### src/rtl/core/keyed_xor_pixel_lz_decoder_defines.svh
// Assertion helpers used by the decoder back stage
`ifndef KEYED_XOR_PIXEL_LZ_DECODER_DEFINES_SVH
`define KEYED_XOR_PIXEL_LZ_DECODER_DEFINES_SVH
`define KXP_ASSERT(label, clk, rst_n, prop, msg) \
    label: assert property (@(posedge clk) disable iff (!rst_n) (prop)) else $error(msg);
`define KXP_ASSERT_NEXT(label, clk, rst_n, cond, prop, msg) \
    label: assert property (@(posedge clk) disable iff (!rst_n) (cond) |=> (prop)) else $error(msg);
`endif

### src/rtl/core/kxpld_pkg.sv
`default_nettype none
package kxpld_pkg;
    typedef struct packed {
        logic       opcode;
        logic [7:0] in_byte;
    } t_in_item;

    typedef struct packed {
        logic        pixel_valid;
        logic [23:0] pixel;
        logic        want_tick;
        logic        finished;
        logic        copy_error;
        logic        wrong_kind;
    } t_out_item;

    localparam logic [1:0] REG_WIDTH   = 2'd0;
    localparam logic [1:0] REG_HEIGHT  = 2'd1;
    localparam logic [1:0] REG_ENCRYPT = 2'd2;
    localparam logic [1:0] REG_KEY     = 2'd3;

    localparam logic OP_BYTE = 1'b0;
    localparam logic OP_TICK = 1'b1;

    localparam logic [31:0] CRC_POLY = 32'hEDB88320;

    function automatic logic [31:0] crc_entry(input logic [7:0] n);
        logic [31:0] v;
        v = {24'd0, n};
        for (int k = 0; k < 8; k++) begin
            v = (v >> 1) ^ (v[0] ? CRC_POLY : 32'd0);
        end
        return v;
    endfunction
endpackage
`default_nettype wire

### src/rtl/core/kxpld_front.sv
`default_nettype none
// Front: takes items, decrypts bytes, keeps the key index.
module kxpld_front (
    input  wire                     i_clk,
    input  wire                     i_rst_n,
    input  wire                     i_encrypted,
    input  wire [31:0]              i_key_checksum,
    input  wire                     i_push,
    input  wire kxpld_pkg::t_in_item i_item,
    output logic                    o_full,
    output logic                    o_valid,
    output kxpld_pkg::t_in_item     o_item,
    input  wire                     i_advance_key,
    input  wire                     i_take
);
    kxpld_pkg::t_in_item r_item;
    logic                r_valid;
    logic [9:0]          r_key_idx;
    logic [31:0]         w_word;
    logic [7:0]          w_key;

    always_comb begin
        w_word = i_key_checksum ^
                 kxpld_pkg::crc_entry(r_key_idx[9:2] + i_key_checksum[7:0]);
        w_key  = w_word[8*r_key_idx[1:0] +: 8];
    end

    assign o_full  = r_valid && !i_take;
    assign o_valid = r_valid;
    always_comb begin
        o_item = r_item;
        if (i_encrypted && r_item.opcode == kxpld_pkg::OP_BYTE) begin
            o_item.in_byte = r_item.in_byte ^ w_key;
        end
    end

    always_ff @(posedge i_clk) begin
        if (!i_rst_n) begin
            r_valid   <= 1'b0;
            r_key_idx <= '0;
        end else begin
            if (i_take && i_advance_key) r_key_idx <= r_key_idx + 10'd1;
            if (i_push && !o_full) r_valid <= 1'b1;
            else if (i_take) r_valid <= 1'b0;
        end
        if (i_push && !o_full) r_item <= i_item;
    end
endmodule
`default_nettype wire

### config.mk
export PLATFORM = sky130hd
export DESIGN_NAME = kxpld_front
export DESIGN_NICKNAME = d
export VERILOG_FILES = /design/src/rtl/core/keyed_xor_pixel_lz_decoder_defines.svh /design/src/rtl/core/kxpld_pkg.sv /design/src/rtl/core/kxpld_front.sv
export SDC_FILE = /design/constraint.sdc
export NUM_CORES = 1
export LEC_CHECK = 0
export ABC_AREA = 1
export BUFFER_PORTS_ARGS = -buffer_cell sky130_fd_sc_hd__buf_2
export CORE_MARGIN = 1
export CORE_UTILIZATION = 50
export CTS_CLUSTER_SIZE = 16
export DETAILED_ROUTE_END_ITERATION = 6
export HOLD_SLACK_MARGIN = 0.1
export PLACE_DENSITY = 0.74
export SYNTH_ARGS = -nofsm -noshare
export SYNTH_HDL_FRONTEND = slang
export SYNTH_SLANG_ARGS = --single-unit
export TNS_END_PERCENT = 100
### constraint.sdc
create_clock -name i_clk -period 2.9 [get_ports i_clk]
set_input_delay 0.29 -clock i_clk [delete_from_list [all_inputs] [get_ports i_clk]]
set_output_delay 0.29 -clock i_clk [all_outputs]
set_load 0.01 [all_outputs]
==> results.tsv, run 1 <==
stage	metric	value	unit
global_route	met1_usage	38.39	%
floorplan	io_pins	58	
sta	tightest_slew	0.7198	ns
floorplan	die_y	75.35	microns
synth	synth-compound-area-share	7.302	%
min_path	min_path_type	in -> reg	
sta	fin_skew	0.003658	ns
sta	hold_violations	0	
setup_path	crit_chain	ha_4 > fa_2 > buf_6 > xor2_2 > or2_1 > nand2_1 > nand2_1 > nand2_2 > inv_2 > nand2_1 > nand3_1 > nand2_1 > nand2_2 > nand2_2 > nand2_1 > nand2_1 > inv_1 > buf_2	
setup_path	worstPathMaxFanout	3	
synth	ys_ff_latch	20	
synth	synth-edff-count	9	
clock_tree	clockRootBuffer	clkbuf_8	
layout	fill_cells	408	
clock_tree	cts_tree	built	
synth	async_flop_share	0	%
route	drt-pass1-iter-count	7	
global_route	use_met2	50.79	%
min_path	min_from	i_item[1]	
route	drt_wl_total	8.826	mm
synth	synthCells	449	
sta	fin_worst_hold_slack	0.1959	ns
clock_tree	cts_buffer_depth	2	
setup_path	end_kind	output port	
synth	synth_top_family_by_area	simple AND/OR/NAND/NOR gates	
sta	final.setup.tns	-1.143	ns
synth	synth_xor_area_share	12.70	%
placed_design	place_ws	-0.1071	ns
pwr	p_leak	1.921	nW
synth	avgSynthCellArea	5.991	sq um
setup_path	r2r-start	r_key_idx[0]	
clock_tree	holdBufCountCts	0	
route	drtIter0Drc	253	
synth	yosys_warnings	0	
route	route.detailed.drc	0	
global_route	grt_pass1_wl	12.66	mm
clock_tree	clock_latency	0.26	ns
layout	drive_above_1_share	37.68	%
setup_path	slowest_stage	fa_2	
setup_path	critical_path.startpoint_type	flop	
global_route	grt.met3_usage	2.249	%
sta	period_minus_slack	3.130	ns
placed_design	place_hpwl	6.233	mm
setup_path	cp_slowest_stage_delay	0.50	ns
setup_path	required	2.61	ns
floorplan	fp.dieArea	5678	sq um
setup_path	worstSetupStartpoint	r_key_idx[2]	
floorplan	rows	26	
layout	syn_to_final_growth	41.07	%
sta	setup_slack	-0.2298	ns
placed_design	place.port_buffers	57	
floorplan	start_util	52.34	%
clock_tree	numCtsBuffers	3	
status	violations	negative setup slack	
pwr	irDropWorstVdd	0.4297	mV
setup_path	crit_family	simple AND/OR/NAND/NOR gates	
sta	relSlewSlack	51.84	%
global_route	top_usage_layer	met2	
synth	synth_fa_ha_area_share	4.465	%
route	wire_per_inst	14.37	microns
setup_path	cpMostUsedCell	nand2_1	
synth	syn_area	2690	sq um
clock_tree	cts.sinks	20	
route	via_count	3346	
job	cap_violations	0	
global_route	grt_max_degree	15	
pwr	powerDensity	308.4	nW/um^2
clock_tree	path_clk_slew	0.08	ns
route	drtAntennaViolNets	0	
sta	rsz0062_at_grt	true	
clock_tree	cts_max_level	1	
synth	ys_seq_area_share	18.23	%
synth	synth_ff_type	dfxtp_1	
sta	drv_slew	0	
status	status	finished with violations	
global_route	grt_pass1_vias	2857	
setup_path	path_class	reg -> out	
route	via_per_inst	5.450	
global_route	grt-ovfl-total	0	
sta	fin_crit_sh	107.9	%
sta	max_freq	319.5	MHz
synth	yosysUniqueCellTypes	34	
synth	syn-num-nets	505	
sta	setup_viol	8	
global_route	track_usage	29.47	%
placed_design	routabilityCongestion	0.9556	
synth	muxShareOfSynthArea	0	%
layout	antenna_cells	0	
floorplan	die_w	75.35	microns
setup_path	worst-path-buf-inv	4	
floorplan	core_area	5140	sq um
setup_path	arrival	2.84	ns
synth	synth-simple-area-share	47.81	%
layout	fin_nets	601	
global_route	antenna_found_initial	0	
==> final timing paths <==
kind / slack, ns / end / cells after the start
min reg2reg: 0.50 / r_key_idx[9] / 2
max: -0.23 / o_item[2] / 18
min: 0.20 / r_item[1] / 1
max reg2reg: 0.62 / r_key_idx[9] / 8
==> Yosys cell counts, drive strengths merged (2+ instances only) <==
| master | count | area (sq um) |
|---|---|---|
| nand2 | 189 | 772.0 |
| or2 | 5 | 33.79 |
| nor2 | 14 | 52.55 |
| nand4 | 2 | 12.51 |
| buf | 6 | 41.28 |
| xnor2 | 5 | 62.56 |
| edfxtp | 9 | 270.3 |
| clkbuf | 2 | 7.510 |
| ha | 8 | 100.1 |
| inv | 54 | 202.7 |
| nor3 | 6 | 30.03 |
| o21ai | 13 | 65.06 |
| xor2 | 31 | 279.0 |
| nand3b | 11 | 82.58 |
| dfxtp | 11 | 220.2 |
| a21oi | 22 | 117.6 |
| nand3 | 56 | 295.3 |
==> worst register-to-register path: cells and delay by family, from the launching register on <==
kind | cells | cell delay, ns
compound gates | 2 | 0.20
buf+inv | 2 | 0.44
simple gates | 4 | 0.90
flops | 1 | 0.63
==> state kept, by name, summed over array words and instances, names as in the netlist <==
signal     cells
o_item         1
o_valid        1
r_item         8
r_key_idx     10
==> routing by layer <==
metal / share of wire [%] / up-vias
li1: - / 1617
met4: 4.7 / 0
met3: 7.5 / 41
met2: 48 / 176
met1: 40 / 1512
met5: 0 / -
==> layout make-up <==
cell class	instances	area (sq um)	area share, %
Clock buffer	3	41.29	1.088
Clock inverter	1	30.03	0.7913
Inverter	55	206.4	5.440
Multi-Input combinational cell	366	2292	60.40
Sequential cell	20	498.0	13.12
Tap cell	70	87.58	2.308
Timing Repair Buffer	99	639.4	16.85
==> power by group <==
part	internal [mW]	total, mW	switching (mW)
combinational	0.238	0.568	0.331
sequential	0.306	0.318	0.0116
clock	0.184	0.284	0.100
==> logic make-up after synthesis <==
group / count (synthesis)
xor+xnor: 36
buf+inv: 63
fa+ha+maj: 9
simple gates: 284
compound gates: 37
flops: 20
==> layout by cell type, fill, tap and decap left out, types with 6 or more instances in the layout <==
cell,n
nand3b_1,11
nand3_2,10
ha_4,6
nand2_1,135
nand2_4,11
o21ai_0,9
buf_4,34
buf_6,7
xor2_1,25
nand2_2,42
nor2_1,13
buf_2,57
edfxtp_1,9
a21oi_2,6
dfxtp_2,6
inv_1,47
nor3_1,6
inv_2,7
a21oi_1,16
nand3_1,45
==> repair_timing <==
action / in CTS / in global routing
endpoints found under the setup margin: 8 / 8
buffers inserted: 2 / 15
pin swaps: 14 / 34
gates resized for setup: 33 / 67
endpoints found under the hold margin: 0 / 0
==> per-stage QoR <==
stage | power [mW] | cell area, sq um | cells | utilization, %
floorplan | 0.6233 | 2690 | 449 | -
global placement | 0.7679 | 3214 | 593 | 62.54
detailed placement | 0.7788 | 3214 | 593 | 62.54
CTS | 1.087 | 3448 | 599 | 67.09
global route | 1.234 | 3795 | 614 | 73.83
finish | 1.170 | 3795 | 614 | 73.83
No activity file was read; power rests on OpenSTA's default activity.
==> inputs of run 2 (changes only) <==
==> constraint.sdc (replaced) <==
create_clock -name i_clk -period 3 [get_ports i_clk]
set_input_delay 0.3 -clock i_clk [delete_from_list [all_inputs] [get_ports i_clk]]
set_output_delay 0.3 -clock i_clk [all_outputs]
set_load 0.01 [all_outputs]
==> run 2 against run 1 <==
Compared with the run above: the flow still finishes with violations (negative setup slack); register-to-register slack better by 0.11 ns; first-iteration DRC count down 19%; non-clock buffer count shrank 14; total power down 15%; largest cell class unchanged; via count decreased by 4.8%; highest routed layer unchanged; utilization down 4.7 points; sequential share of layout area is 0.89 points higher; final cell count down 2.3%; critical path type unchanged.
==> results.tsv, run 2 (same netlist as run 1, synthesis figures left out) <==
stage	metric	value	unit
floorplan	io_pins	58	
sta	setup_viol	4	
layout	syn_to_final_growth	32.14	%
status	violations	negative setup slack	
route	drtAntennaViolNets	0	
route	route.detailed.drc	0	
layout	antenna_cells	0	
pwr	p_clk_share	18.9	%
layout	top_regs	r_key_idx (10), r_item (8)	
placed_design	place.port_buffers	57	
global_route	grt_pass1_vias	2785	
floorplan	rows	26	
pwr	p_seq_share	30.8	%
clock_tree	clockRootBuffer	clkbuf_8	
layout	top_register	r_key_idx	
placed_design	place_hpwl	6.093	mm
route	drtIter0Drc	204	
route	drt_wl_total	8.186	mm
pwr	powerDensity	280.0	nW/um^2
global_route	antenna_found_initial	0	
placed_design	place_ws	-0.04857	ns
setup_path	end_kind	output port	
clock_tree	cts_buffer_depth	2	
sta	rsz0062_at_grt	true	
layout	fill_cells	489	
clock_tree	cts_max_level	1	
floorplan	core_area	5140	sq um
route	via_count	3185	
route	wire_per_inst	13.64	microns
pwr	swShare	40.13	%
setup_path	path_class	reg -> out	
pwr	p_switching	0.3994	mW
setup_path	arrival	2.75	ns
pwr	pwr-share-comb	50.3	%
job	cap_violations	0	
sta	fin_crit_sh	101.8	%
layout	final_common_cell	nand2_1	
sta	drv_slew	0	
clock_tree	holdBufCountCts	0	
setup_path	required	2.70	ns
layout	largest_reg_flops	10	
sta	tightest_slew	0.7368	ns
setup_path	critical_path.startpoint_type	flop	
pwr	p_int	0.5958	mW
sta	relSlewSlack	50.70	%
floorplan	fp.dieArea	5678	sq um
sta	fin_skew	0.007168	ns
global_route	grt_pass1_wl	12.18	mm
sta	hold_violations	0	
floorplan	die_w	75.35	microns
clock_tree	path_clk_slew	0.08	ns
layout	drive_above_1_share	32.45	%
layout	mostFrequentLayoutCells	nand2_1, buf_2, inv_1, nand3_1, nand2_2	
clock_tree	numCtsBuffers	3	
sta	period_minus_slack	3.054	ns
clock_tree	clock_latency	0.27	ns
layout	final_util	69.16	%
placed_design	routabilityCongestion	0.9295	
pwr	irDropWorstVdd	0.3195	mV
global_route	grt_max_degree	16	
global_route	grt-ovfl-total	0	
setup_path	worstPathMaxFanout	3	
min_path	min_path_type	in -> reg	
sta	max_freq	327.4	MHz
status	status	finished with violations	
pwr	power	0.9952	mW
route	via_per_inst	5.308	
route	drt-pass1-iter-count	5	
layout	fin_nets	587	
floorplan	start_util	52.34	%
clock_tree	cts.sinks	20	
sta	setup_slack	-0.05419	ns
pwr	p_leak	1.804	nW
clock_tree	cts_tree	built	
floorplan	die_y	75.35	microns
global_route	track_usage	28.24	%
## run 2: layer usage
layer / global-route usage [%] / vias up / wire length [microns]
li1: - / 1593 / -
met1: 35.52 / 1452 / 3573
met2: 48.81 / 117 / 3873
met3: 3.175 / 23 / 483
met4: 12.55 / 0 / 256
met5: 0 / - / 0
## run 2: cell type report
type	count	area [sq um]	area share, %
Timing Repair Buffer	85	510.5	14.36
Multi-Input combinational cell	366	2207	62.09
Tap cell	70	87.58	2.464
Sequential cell	20	498.0	14.01
Clock buffer	4	45.04	1.267
Inverter	55	206.4	5.808
## run 2: power groups by stage
stage               combinational, mW  sequential, mW  clock [mW]
finish                          0.500           0.307       0.188
global route                    0.550           0.308       0.198
CTS                             0.449           0.306       0.188
detailed placement              0.426           0.312           0
global placement                0.418           0.311           0
floorplan                       0.296           0.307           0
## run 2: worst paths after layout
check / start / cells after the start / end / slack (ns)
worst min register to register: r_key_idx[9] / 2 / r_key_idx[9] / 0.49
worst min-delay path: i_item[1] / 1 / r_item[1] / 0.20
worst max register to register: r_key_idx[1] / 6 / r_key_idx[9] / 0.73
worst max-delay path: r_key_idx[2] / 13 / o_item[5] / -0.05
## run 2: per-stage QoR
step	hold slack [ns]	TNS (ns)	area, sq um	instances
4_1_cts	0.2046	-0.1591	3308	590
5_1_grt	0.2025	-1.322	3555	600
6_report	0.2027	-0.1047	3555	600
3_5_place_dp	0.4781	-0.04857	3134	584
2_1_floorplan	0.3989	0	2690	449
3_3_place_gp	0.4715	-0.003391	3134	584
## run 2: repair_timing
item                                    CTS  global route
endpoints found under the hold margin     0             0
gates resized for setup                  30            46
pin swaps                                12            18
endpoints found under the setup margin    8             8
buffers inserted                          2            10
## run 2: critical path, stage by stage, from the launching register on
cell and delay, ns:
dfxtp_2 0.34, ha_4 0.16, fa_2 0.61, xnor2_4 0.18
buf_6 0.17, xor2_1 0.19, nor2_1 0.07, o21ai_0 0.17
inv_1 0.08, a21oi_1 0.21, nand2_1 0.08, nand2_1 0.06
nand2_1 0.04, buf_2 0.13
